<file path="config.mk">
export PLATFORM = sky130hd
export DESIGN_NAME = dns_name_label_encoder
export DESIGN_NICKNAME = d
export VERILOG_FILES = /design/src/hdl/dnle_pkg.sv /design/src/hdl/dns_name_label_encoder.sv
export SDC_FILE = /design/constraint.sdc
export NUM_CORES = 1
export LEC_CHECK = 0
export BUFFER_PORTS_ARGS = -buffer_cell sky130_fd_sc_hd__buf_4
export CELL_PAD_IN_SITES_DETAIL_PLACEMENT = 0
export CELL_PAD_IN_SITES_GLOBAL_PLACEMENT = 1
export CORE_UTILIZATION = 25
export DETAILED_ROUTE_END_ITERATION = 10
export PLACE_DENSITY_LB_ADDON = 0.1
export SLEW_MARGIN = 20
export SYNTH_ARGS = -nofsm -noshare
export SYNTH_HDL_FRONTEND = slang
export SYNTH_SLANG_ARGS = --single-unit
</file>
<file path="constraint.sdc">
create_clock -name clk -period 4.95 [get_ports clk]
set_input_delay 0.2475 -clock clk [delete_from_list [all_inputs] [get_ports clk]]
set_output_delay 0.2475 -clock clk [all_outputs]
set_load 0.01 [all_outputs]
</file>
<file path="src/hdl/dnle_pkg.sv">
package dnle_pkg;

	// Label buffer depth and the widths that follow from it.
	localparam int LABEL_MAX = 62;
	localparam int CNT_W     = $clog2(LABEL_MAX + 1);
	localparam int ADDR_W    = (LABEL_MAX > 1) ? $clog2(LABEL_MAX) : 1;

	// Byte codes.
	localparam logic [7:0] DOT_CHAR   = 8'h2E;
	localparam logic [7:0] TERMINATOR = 8'h00;

	// Input kind codes.
	localparam logic KIND_CHAR = 1'b0;
	localparam logic KIND_END  = 1'b1;

	// One input item.
	typedef struct packed {
		logic       kind;
		logic [7:0] char_in;
	} in_item_t;

	// One result item.
	typedef struct packed {
		logic [7:0] out_byte;
		logic       is_length;
		logic       name_done;
		logic       run_last;
		logic       overflow;
	} out_item_t;

endpackage

</file>
<file path="src/hdl/dns_name_label_encoder.sv">
// A character item gives no result.
// A dot or end-of-name item gives its length byte from the output register,
// then each label byte in turn (a read of the label buffer, whose read data
// is registered, then a load of the output register), then the terminator for end of name.
// No new item is taken while a flush is being sent.
// Reset (arst_n low, asynchronous): count, overflow flag and control clear; buffer is not cleared.
module dns_name_label_encoder (
	input  logic                clk,
	input  logic                arst_n,
	input  logic                in_valid,
	output logic                in_stall,
	input  dnle_pkg::in_item_t  in_data,
	output logic                out_valid,
	input  logic                out_stall,
	output dnle_pkg::out_item_t out_data
);
	import dnle_pkg::*;

	typedef enum logic [4:0] {
		ST_IDLE = 5'b00001,
		ST_LEN  = 5'b00010,
		ST_RD   = 5'b00100,
		ST_DAT  = 5'b01000,
		ST_TERM = 5'b10000
	} state_t;

	state_t            state_q;
	logic [CNT_W-1:0]  count_q;
	logic [CNT_W-1:0]  idx_q;
	logic              ovf_q;
	logic              end_q;
	logic              out_valid_q;
	out_item_t         out_q;

	logic [7:0]        mem_q [LABEL_MAX];
	logic [7:0]        rd_data_q;

	logic              in_acc;
	logic              is_flush;
	logic              wr_en;
	logic              rd_en;
	logic              out_free;
	logic              out_load;
	logic              last_idx;

	// Input is taken only while no label is being sent.
	assign in_stall  = (state_q != ST_IDLE);
	assign in_acc    = in_valid && !in_stall;
	assign is_flush  = (in_data.kind == KIND_END) || (in_data.char_in == DOT_CHAR);
	assign wr_en     = in_acc && !is_flush && (count_q != CNT_W'(LABEL_MAX));
	assign rd_en     = (state_q == ST_RD);
	assign out_free  = !out_valid_q || !out_stall;
	assign out_load  = out_free &&
		((state_q == ST_LEN) || (state_q == ST_DAT) || (state_q == ST_TERM));
	assign last_idx  = (idx_q == count_q - CNT_W'(1));

	assign out_valid = out_valid_q;
	assign out_data  = out_q;

	// Label buffer: one write port for arriving characters, one registered read.
	always_ff @(posedge clk) begin
		if (wr_en) begin
			mem_q[count_q[ADDR_W-1:0]] <= in_data.char_in;
		end
		if (rd_en) begin
			rd_data_q <= mem_q[idx_q[ADDR_W-1:0]];
		end
	end

	// Output payload register.
	always_ff @(posedge clk) begin
		if (out_free) begin
			case (state_q)
				ST_LEN: begin
					out_q.out_byte  <= 8'(count_q);
					out_q.is_length <= 1'b1;
					out_q.name_done <= 1'b0;
					out_q.run_last  <= (count_q == '0) && !end_q;
					out_q.overflow  <= ovf_q;
				end
				ST_DAT: begin
					out_q.out_byte  <= rd_data_q;
					out_q.is_length <= 1'b0;
					out_q.name_done <= 1'b0;
					out_q.run_last  <= last_idx && !end_q;
					out_q.overflow  <= ovf_q;
				end
				ST_TERM: begin
					out_q.out_byte  <= TERMINATOR;
					out_q.is_length <= 1'b0;
					out_q.name_done <= 1'b1;
					out_q.run_last  <= 1'b1;
					out_q.overflow  <= ovf_q;
				end
				default: begin
					out_q <= out_q;
				end
			endcase
		end
	end

	// Sequencer: store characters, then send length, label bytes and terminator.
	always_ff @(posedge clk or negedge arst_n) begin
		if (!arst_n) begin
			state_q     <= ST_IDLE;
			count_q     <= '0;
			idx_q       <= '0;
			ovf_q       <= 1'b0;
			end_q       <= 1'b0;
			out_valid_q <= 1'b0;
		end else begin
			if (out_load) begin
				out_valid_q <= 1'b1;
			end else if (!out_stall) begin
				out_valid_q <= 1'b0;
			end
			case (state_q)
				ST_IDLE: begin
					if (in_acc) begin
						if (is_flush) begin
							end_q   <= (in_data.kind == KIND_END);
							state_q <= ST_LEN;
						end else if (count_q == CNT_W'(LABEL_MAX)) begin
							ovf_q <= 1'b1;
						end else begin
							count_q <= count_q + CNT_W'(1);
						end
					end
				end
				ST_LEN: begin
					if (out_free) begin
						idx_q <= '0;
						if (count_q != '0) begin
							state_q <= ST_RD;
						end else if (end_q) begin
							state_q <= ST_TERM;
						end else begin
							state_q <= ST_IDLE;
						end
					end
				end
				ST_RD: begin
					state_q <= ST_DAT;
				end
				ST_DAT: begin
					if (out_free) begin
						if (last_idx) begin
							count_q <= '0;
							state_q <= end_q ? ST_TERM : ST_IDLE;
						end else begin
							idx_q   <= idx_q + CNT_W'(1);
							state_q <= ST_RD;
						end
					end
				end
				ST_TERM: begin
					if (out_free) begin
						state_q <= ST_IDLE;
					end
				end
				default: begin
					state_q <= ST_IDLE;
				end
			endcase
		end
	end

endmodule

</file>
* Yosys cells after proc, flatten, opt, wreduce, memory -nomap -nowiden *
Memory sizes are Yosys's and may differ from the RTL's. A register that Yosys moved wholly into a read port is not among the register bits.
Index checks and enable logic that the tools add are counted.

operators by class
  mux-type cells = 24
  reduce and logical (&&, ||, !) cells = 26
  equality and inequality tests = 20
  add/sub/neg operators = 3
  bitwise operators = 1

operators by type and width
  operator             number
  $mux 6               8
  $mux 5               8
  $pmux 12 s3          1
  $pmux 5 s5           1
  $pmux 6 s2           2
  $ne 2x2->1 const B   9
  $add 6x1->6 const B  2
  $eq 8x6->1 const B   1
  $reduce_and 4->1     2
  $eq 6x6->1           1
  $eq 6x6->1 const B   1
  $logic_and 1x1->1    6
  $logic_not 6->1      1
  $ne 6x6->1 const B   1
  $reduce_and 6->1     1
  $reduce_bool 6->1    1
  $sub 6x1->6 const B  1
  $eq 5x1->1 const B   1
  $eq 5x2->1 const B   1
  $eq 5x3->1 const B   1
  $eq 5x4->1 const B   1
  $eq 5x5->1 const B   1
  $logic_not 1->1      5
  $ne 5x1->1 const B   1
  other kinds (9)      16

word-level totals
  output and inout port bits = 14
  bits in writable memories = 496
  bits in registers = 32
  word-level logic and storage cells = 86
  bits of input ports = 13
  memories = 1

memories
  memory  depth  bits a word  rd ports  clocked after Yosys merged registers in  write ports  RTL line                      text
  mem_q   62     8            1         1                                        1            dns_name_label_encoder.sv:35  logic [7:0] mem_q [LABEL_MAX];

* Logic depth before layout (Yosys ltp) *
Gate-level depths: netlist (run 1).

  depth after elaboration = 7
  depth in mapped cells = 10
  gate-level depth less buffers = 8

* Worst setup path before layout (run 1) *
Ideal clock, no wire load.

  path type = register -> register
  start point = reg count_q[0]
  end point = mem mem_q[31][0] (enable)
  stages on the path, launching flop included = 10
  data required time = 4.580 ns
  period minus slack after synthesis = 2.553 ns
  setup slack = 2.397 ns
  arrival time = 2.182 ns
  library setup time = 0.370 ns
  buffers on the path = 2
  cells stage by stage = dfrtp_1 > buf_2 > inv_1 > ha_1 > nand3_1 > nor2_1 > or3_4 > or3_1 > buf_2 > nor2_1

between the ends
  cells in the longest elaborated chain, start to end = 4

ends and longest elaborated chain
  item                          RTL line                       text
  start, declared               dns_name_label_encoder.sv:28   logic [CNT_W-1:0] count_q;
  start signal, assigned        dns_name_label_encoder.sv:126  count_q <= count_q + CNT_W'(1);
  $ne 6x6->1                    dns_name_label_encoder.sv:50   assign wr_en = in_acc && !is_flush && (count_q != CNT_W'(LABEL_MAX));
  $logic_and 1x1->1             dns_name_label_encoder.sv:50
  $mux 1                        dns_name_label_encoder.sv:62   if (wr_en) begin
  $mux 1 (implied by the code)  dns_name_label_encoder.sv:63   mem_q[count_q[ADDR_W-1:0]] <= in_data.char_in;
  end, declared                 dns_name_label_encoder.sv:35

Several ways; a longest one is shown, not always the timed one.

* Worst setup path after layout (run 1) *
  start point = reg count_q[0]
  end point = mem mem_q[45][6] (enable)

Same word-level chain as after synthesis.

==> results.py, run 1 <==
metrics = {
    "routing": {
        "drtIter0Drc": 854,
        "wire_per_inst_um": 26.7,
        "vias_per_cell": 4.52,
        "firstDrtPassIters": 5,
        "ant_nets": 0,
        "drc": 0,
        "wl_mm": 61.6,
        "num_vias": 10400,
    },
    "clocking": {
        "clk_latency_ps": 640,
        "cts.sinks": 536,
        "cts_root_buf": "clkbuf_16",
        "cts_tree": "built",
        "cts_resized": 0,
        "clk_pin_slew_ps": 60,
        "clockBufferDepth": 3,
        "ctsHoldBuffers": 5,
        "cts_made_buffers": 60,
        "htreeDepth": 2,
        "post-cts-setup-buffer-count": 0,
    },
    "synth": {
        "yosysSeqAreaShare_pct": 75.5,
        "syn_avg_cell_area_um2": 19.9,
        "synth_cells": 1066,
        "async_flop_share_pct": 3.73,
        "yosysUniqueCellTypes": 55,
        "ys_seq_elements": 536,
        "synth-edff-count": 516,
        "yosys_warnings": 0,
        "synth_area_um2": 21200,
        "yosys-top-cells-count": "516 x edfxtp_1, 127 x mux4_2, 85 x nor2_1",
        "synth_largest_area_cell": "edfxtp_1",
        "yosysMostFrequentCell": "edfxtp_1",
        "synth.top_cell.area_share_pct": 73.1,
        "synth_nets": 1084,
        "ys.flop_type": "edfxtp_1",
        "ys_top_cells_by_area": "edfxtp_1 73%, mux4_2 13%, dfrtp_1 2.2%",
    },
    "global_route": {
        "antenna_found_initial": 1,
        "grt_pass1_wl_mm": 87.7,
        "grt_use_total_pct": 14.5,
        "grt_pass1_vias": 10900,
        "grt_overflow": 0,
        "grt_max_degree": 63,
    },
    "critical_path": {
        "cp-endpoint": "mem_q[45][6]",
        "rrSetupSlack_ps": 1490,
        "cpMaxStageDelayCell": "nor2_1",
        "cp.required_ps": 5210,
        "worstSetupStartpointType": "flop",
        "arrival_ps": 3710,
        "worstSetupPathDepth": 7,
        "critPathMaxFanout": 11,
        "cpPeakStageDelay_ps": 730,
        "cp_cell_sequence": "inv_1 > ha_1 > nand3_1 > nor2_1 > nor3_2 > nand4b_1 > nor2_1",
        "r2r_start": "count_q[0]",
        "regToRegEndpoint": "mem_q[45][6]",
        "crit_top_cell": "nor2_1",
        "crit_family": "simple AND/OR/NAND/NOR gates",
        "startpoint": "count_q[0]",
        "cp_num_buf_inv": 1,
        "path_class": "reg2reg",
        "endpoint_kind": "flop",
        "reg2reg_depth": 7,
    },
    "final_layout": {
        "area_delta_synth_final_pct": 16.6,
        "n_fill_cell": 8283,
        "layout.nets": 1142,
        "design_area_um2": 24700,
        "drive_gt1_share_pct": 24.2,
        "antennaDiodeCount": 0,
    },
    "worst_hold_path": {
        "hold_class": "in2reg",
    },
    "sta": {
        "setup_violations": 0,
        "final_hold_viol_count": 0,
        "fin_crit_ps": 3460,
        "fin_worst_skew_ps": 28.0,
        "tns_ps": 0,
        "slew_headroom_pct": 35.1,
        "fmax_ghz": 0.289,
        "slew_violations": 0,
        "rsz0062_at_grt": "no",
        "fin_crit_sh_pct": 69.8,
        "worst_slew_pin_slew_ps": 970,
    },
    "placement": {
        "portBuffers": 26,
        "gp_congestion": 0.729,
        "dp_hpwl_mm": 37.8,
        "place_area_um2": 22800,
    },
    "floorplan": {
        "rows": 106,
        "core_um2": 83800,
        "die_y_um": 293,
        "start_util_pct": 25.3,
        "die-area_um2": 86000,
        "die_w_um": 293,
        "io_pins": 27,
    },
    "power": {
        "power_uw": 11200,
        "p_per_area_nw_per_um2": 452,
        "p_leak_uw": 0.00757,
        "ir_drop_uv": 242,
    },
    "flow_run": {
        "drv_cap": 0,
    },
    "status": {
        "status": "finished, final reports clean",
    },
}
-- per-stage QoR --
stage / util, % / hold slack [ps] / worst slack, ps / cells
floorplan: - / -48.1 / 2400 / 1066
global placement: 27.1 / 181 / 1390 / 2191
detailed placement: 27.1 / 178 / 1460 / 2191
CTS: 29.5 / 8.69 / 1410 / 2306
global route: 29.5 / 26.0 / 1160 / 2306
finish: 29.5 / 47.0 / 1490 / 2306
-- layout by cell type, fill, tap and decap left out, types with 6 or more instances in the layout --
cell type	instances
a21oi_1	28
a22o_1	6
a22oi_1	26
and2_1	6
buf_4	46
bufinv_16	6
clkbuf_1	9
clkbuf_16	61
clkinv_1	13
clkinv_2	17
dfrtp_1	16
edfxtp_1	516
inv_1	6
mux2_2	7
mux2i_1	17
mux4_2	127
nand2_1	25
nand3_1	27
nor2_1	84
nor2b_1	6
o21ai_0	29
xnor2_1	7
-- kinds of logic after synthesis --
logic type                 count (synthesis)  share of synthesized area, %
buffers and inverters                     65                          1.49
xor gates and xnor gates                  12                         0.496
AOI/OAI and AO/OA                        117                          3.61
adders and majority gates                  5                         0.295
DFF                                      536                          75.5
muxes                                    151                          14.7
and+or+nand+nor                          180                          3.98
-- flip-flops by register name (all words and copies together), names as in the netlist --
register	cells
state_q	5
out_valid	1
idx_q	6
ovf_q	1
mem_q	496
count_q	6
out_data	12
end_q	1
rd_data_q	8
-- how the worst min path moves through the flow --
stage          startpoint            to  slack, ps  cells after the start
2_1_floorplan      arst_n    count_q[0]        -50                      0
3_3_place_gp       arst_n    state_q[4]        180                      1
3_5_place_dp       arst_n    state_q[4]        180                      1
4_1_cts        in_data[3]  mem_q[32][3]          9                      1
5_1_grt        in_data[3]  mem_q[42][3]         30                      1
6_report       in_data[3]  mem_q[46][3]         50                      1
-- worst reg2reg max path, stage by stage, from the launching register on --
cell and delay, ps:
dfrtp_1 540, inv_1 200, ha_1 240, nand3_1 90
nor2_1 80, nor3_2 580, nand4b_1 620, nor2_1 740
-- layer usage --
layer / GRT usage [%] / up-vias / routed length, um / share of wire, %
li1: - / 4510 / - / -
met4: 3.61 / 0 / 1210 / 2.0
met1: 20.9 / 5600 / 29300 / 48
met3: 2.38 / 82 / 2360 / 3.8
met2: 22.9 / 224 / 28700 / 47
met5: 0 / - / 0 / 0
-- final cells by class --
type	instances	area [um2]	area share (%)
clock inverter	40	349	1.41
multi-input combinational	465	4890	19.8
timing repair buffer	55	475	1.92
tap	1134	1420	5.74
clock buffer	70	1560	6.31
sequential	536	16000	64.8
inverter	6	22.5	0.0911
-- report_power, final --
group / internal [uW] / leakage, uW / switching (uW)
registers: 5050 / 0.00489 / 152
logic: 634 / 0.00172 / 933
clock network: 2550 / 0.000952 / 1850
total: 8240 / 0.00757 / 2940
Note: power is estimated with default switching activity, not from simulation.
==> run 2, diff against run 1 <==
clock period = 3.6 ns   (was 4.95 ns; I/O delays follow)
==> results.py, run 2 (synthesis results as in run 1) <==
metrics = {
    "status": {
        "status": "finished, final reports clean",
    },
    "final_layout": {
        "seq_area_um2": 16000,
        "design_area_um2": 25400,
        "antennaDiodeCount": 0,
        "area_delta_synth_final_pct": 19.8,
        "layout.nets": 1236,
        "layout_common_cells": "516 x edfxtp_1, 134 x buf_4, 127 x mux4_2",
        "multiInputGateArea_um2": 4880,
        "largest_reg_flops": 496,
        "n_fill_cell": 8269,
        "final_common_cell": "edfxtp_1",
        "drive_gt1_share_pct": 28.9,
    },
    "power": {
        "p_leak_uw": 0.00801,
        "ir_drop_uv": 378,
        "p_per_area_nw_per_um2": 602,
    },
    "routing": {
        "wire_per_inst_um": 25.9,
        "vias_per_cell": 4.45,
        "num_vias": 10700,
        "wl_mm": 62.0,
        "drc": 0,
        "drtIter0Drc": 649,
        "ant_nets": 0,
        "firstDrtPassIters": 4,
    },
    "critical_path": {
        "cp_num_buf_inv": 2,
        "arrival_ps": 3330,
        "cp.required_ps": 3920,
        "r2r_start": "count_q[0]",
        "cpPeakStageDelay_ps": 570,
        "reg2reg_depth": 8,
        "path_class": "reg2reg",
        "regToRegEndpoint": "mem_q[25][1]",
        "crit_top_cell": "nor2_1",
        "endpoint_kind": "flop",
        "worstSetupStartpointType": "flop",
        "crit_family": "simple AND/OR/NAND/NOR gates",
        "critPathMaxFanout": 11,
        "cp_cell_sequence": "inv_1 > ha_1 > nand3_1 > nor2_1 > or3_4 > or3_1 > nor2_1 > buf_4",
        "rrSetupSlack_ps": 590,
        "cpMaxStageDelayCell": "dfrtp_1",
    },
    "floorplan": {
        "core_um2": 83800,
        "die_w_um": 293,
        "die-area_um2": 86000,
        "rows": 106,
        "die_y_um": 293,
        "start_util_pct": 25.3,
        "io_pins": 27,
    },
    "sta": {
        "fin_crit_sh_pct": 83.7,
        "fin_crit_ps": 3010,
        "slew_headroom_pct": 35.7,
        "fin_ws_ps": 587,
        "fin_worst_skew_ps": 20.6,
        "rsz0062_at_grt": "no",
        "holdWs_ps": 55.6,
        "setup_violations": 0,
        "final_hold_viol_count": 0,
        "worst_slew_pin_slew_ps": 965,
        "slew_violations": 0,
        "fmax_ghz": 0.332,
        "tns_ps": 0,
    },
    "clocking": {
        "clk_pin_slew_ps": 60,
        "clockBufferDepth": 3,
        "cts_tree": "built",
        "htreeDepth": 2,
        "cts.sinks": 536,
        "cts_root_buf": "clkbuf_16",
        "ctsHoldBuffers": 7,
        "post-cts-setup-buffer-count": 0,
        "cts_made_buffers": 61,
        "clk_latency_ps": 630,
        "cts_resized": 0,
    },
    "global_route": {
        "antenna_found_initial": 2,
        "grt_pass1_wl_mm": 88.3,
        "grt_max_degree": 63,
        "grt_pass1_vias": 11400,
        "grt_use_total_pct": 14.6,
        "grt_overflow": 0,
    },
    "worst_hold_path": {
        "hold_class": "in2async",
    },
    "placement": {
        "gp_congestion": 0.718,
        "portBuffers": 26,
        "place_ws_ps": 604,
        "place_area_um2": 23500,
        "dp_hpwl_mm": 39.4,
    },
    "flow_run": {
        "drv_cap": 0,
    },
}
run 2: worst reg2reg max path, delay by kind of cell (launching register included):
kind	cells	cell delay, ps
adder cells (fa/ha/maj)	1	250
buffers and inverters	2	420
flip-flops	1	570
AND/OR/NAND/NOR	5	1470
run 2: power breakdown:
group | total, uW | switching, uW | internal, uW
clock | 5870 | 2510 | 3360
combinational | 2280 | 1330 | 948
sequential | 7140 | 190 | 6950
total | 15300 | 4030 | 11300
run 2: worst max-delay path by stage:
stage                        end       start  depth (start not counted)
global route        mem_q[25][1]  count_q[0]                          8
detailed placement  rd_data_q[2]    idx_q[0]                          6
floorplan           mem_q[31][0]  count_q[0]                          9
global placement    rd_data_q[2]    idx_q[0]                          6
finish              mem_q[25][1]  count_q[0]                          8
CTS                 rd_data_q[2]    idx_q[0]                          6
run 2: metrics by stage:
| stage | instances | power, uW | util (%) |
|---|---|---|---|
| after floorplan | 1066 | 8560 | - |
| after global placement | 2282 | 9640 | 28.0 |
| after detailed placement | 2282 | 9630 | 28.0 |
| after CTS | 2397 | 15600 | 30.3 |
| after global routing | 2397 | 15900 | 30.3 |
| final | 2397 | 15300 | 30.3 |
run 2: final cells by class:
type	instances	share of cell area (%)
Clock buffer	73	6.19
Tap cell	1134	5.59
Sequential cell	536	63.0
Clock inverter	35	1.07
Inverter	6	0.0887
Timing Repair Buffer	148	4.77
Multi-Input combinational cell	465	19.2
run 2: per-layer routing:
| layer | GRT usage, % | vias to the layer above | wire [um] |
|---|---|---|---|
| li1 | - | 4686 | - |
| met1 | 20.6 | 5710 | 29200 |
| met2 | 23.2 | 184 | 29100 |
| met3 | 2.38 | 96 | 2170 |
| met4 | 4.27 | 0 | 1570 |
| met5 | 0 | - | 0 |
==> run 3, diff against run 2 <==
clock period = 3 ns   (was 3.6 ns; I/O delays follow)
==> results.py, run 3 (synthesis results as in run 1) <==
metrics = {
    "clocking": {
        "htreeDepth": 2,
        "clk_pin_slew_ps": 60,
        "post-cts-setup-buffer-count": 0,
        "cts_made_buffers": 59,
        "cts_tree": "built",
        "clk_latency_ps": 620,
        "cts.sinks": 536,
        "cts_root_buf": "clkbuf_16",
        "clockBufferDepth": 3,
    },
    "critical_path": {
        "r2r_start": "state_q[2]",
        "endpoint_kind": "flop",
        "arrival_ps": 3130,
        "worstSetupStartpointType": "flop",
        "critPathMaxFanout": 8,
        "reg2reg_depth": 6,
        "cp.required_ps": 3320,
        "startpoint": "state_q[2]",
        "path_class": "reg2reg",
    },
    "global_route": {
        "grt_use_total_pct": 14.7,
        "antenna_found_initial": 4,
        "grt_use_met3_pct": 2.40,
        "grt_use_met2_pct": 23.4,
        "grt_pass1_vias": 11300,
        "grt_pass1_wl_mm": 88.7,
        "use_met1_pct": 20.8,
        "grt_overflow": 0,
        "grt_max_degree": 63,
        "grt_busiest_layer": "met2",
    },
    "sta": {
        "tns_ps": 0,
        "slew_headroom_pct": 39.6,
        "slew_violations": 0,
        "fmax_ghz": 0.355,
        "rsz0062_at_grt": "no",
        "worst_slew_pin_slew_ps": 903,
        "setup_violations": 0,
        "fin_crit_ps": 2810,
        "holdWs_ps": 88.5,
        "fin_worst_skew_ps": 20.4,
        "fin_crit_sh_pct": 93.8,
        "final_hold_viol_count": 0,
    },
    "routing": {
        "drc": 0,
        "wl_mm": 62.6,
        "num_vias": 10800,
        "firstDrtPassIters": 5,
        "ant_nets": 0,
        "drtIter0Drc": 730,
        "wire_per_inst_um": 25.8,
        "vias_per_cell": 4.43,
    },
    "floorplan": {
        "die-area_um2": 86000,
        "rows": 106,
        "die_w_um": 293,
        "die_y_um": 293,
        "core_um2": 83800,
        "io_pins": 27,
        "start_util_pct": 25.3,
    },
    "final_layout": {
        "layout_common_cells": "516 x edfxtp_1, 167 x buf_4, 127 x mux4_2",
        "largest_reg_flops": 496,
        "antennaDiodeCount": 0,
        "area_delta_synth_final_pct": 20.6,
        "drive_gt1_share_pct": 31.0,
        "layout.nets": 1264,
        "final_common_cell": "edfxtp_1",
        "design_area_um2": 25600,
    },
    "worst_hold_path": {
        "hold_path.startpoint": "in_data[3]",
        "hold_class": "in2reg",
        "hold_path_depth": 2,
    },
    "power": {
        "p_leak_uw": 0.00816,
        "p_per_area_nw_per_um2": 717,
        "ir_drop_uv": 411,
    },
    "flow_run": {
        "drv_cap": 0,
    },
    "placement": {
        "place_area_um2": 23700,
        "portBuffers": 26,
        "dp_hpwl_mm": 40.3,
        "gp_congestion": 0.741,
    },
    "status": {
        "status": "finished, final reports clean",
    },
}
==> run 3: stage by stage <==
stage                     total power, uW  worst slack, ps  instances  utilization, %
after floorplan                     10300              447       1066               -
after global placement              11700             48.9       2313            28.3
after detailed placement            11700             25.9       2313            28.3
after CTS                           18700              160       2429            30.5
after global routing                19000             15.7       2429            30.5
final                               18300              187       2429            30.5
==> run 3: per-layer routing <==
metal / up-vias / wire length [um]
met2: 231 / 29300
li1: 4753 / -
met5: - / 0
met4: 0 / 1290
met3: 63 / 2590
met1: 5722 / 29500
==> run 3: report_power, final <==
group	internal, uW	switching [uW]	total, uW
Sequential	8340	106	8450
Clock	3930	2950	6880
Combinational	1220	1760	2980
==> run 3: worst paths after layout <==
path,to,slack (ps)
max in group asynchronous,idx_q[1],1930
min in group asynchronous,state_q[0],560
hold reg to reg,out_data[0],490
setup reg to reg,mem_q[24][3],190
hold / removal,mem_q[12][3],90
setup / recovery,mem_q[24][3],190
==> run 3: timing repair <==
item / in CTS / in global routing
hold buffers: 6 / 0
hold endpoints to repair: 26 / 0
gates resized for setup: 0 / 0
==> run 3: worst max-delay path, cell delays in order, from the launching register on <==
cell      delay (ps)
dfrtp_1          440
nor3_2           250
nand4b_1         310
or3_4            500
or3_1            500
nor2_1           290
buf_4            210
==> run 3: cell type report <==
class,instances,area [um2]
clock inverter,38,245
sequential,536,16000
clock buffer,72,1570
tap,1134,1420
timing repair buffer,178,1410
fill,8242,58300
multi-input combinational,465,4880
inverter,6,22.5
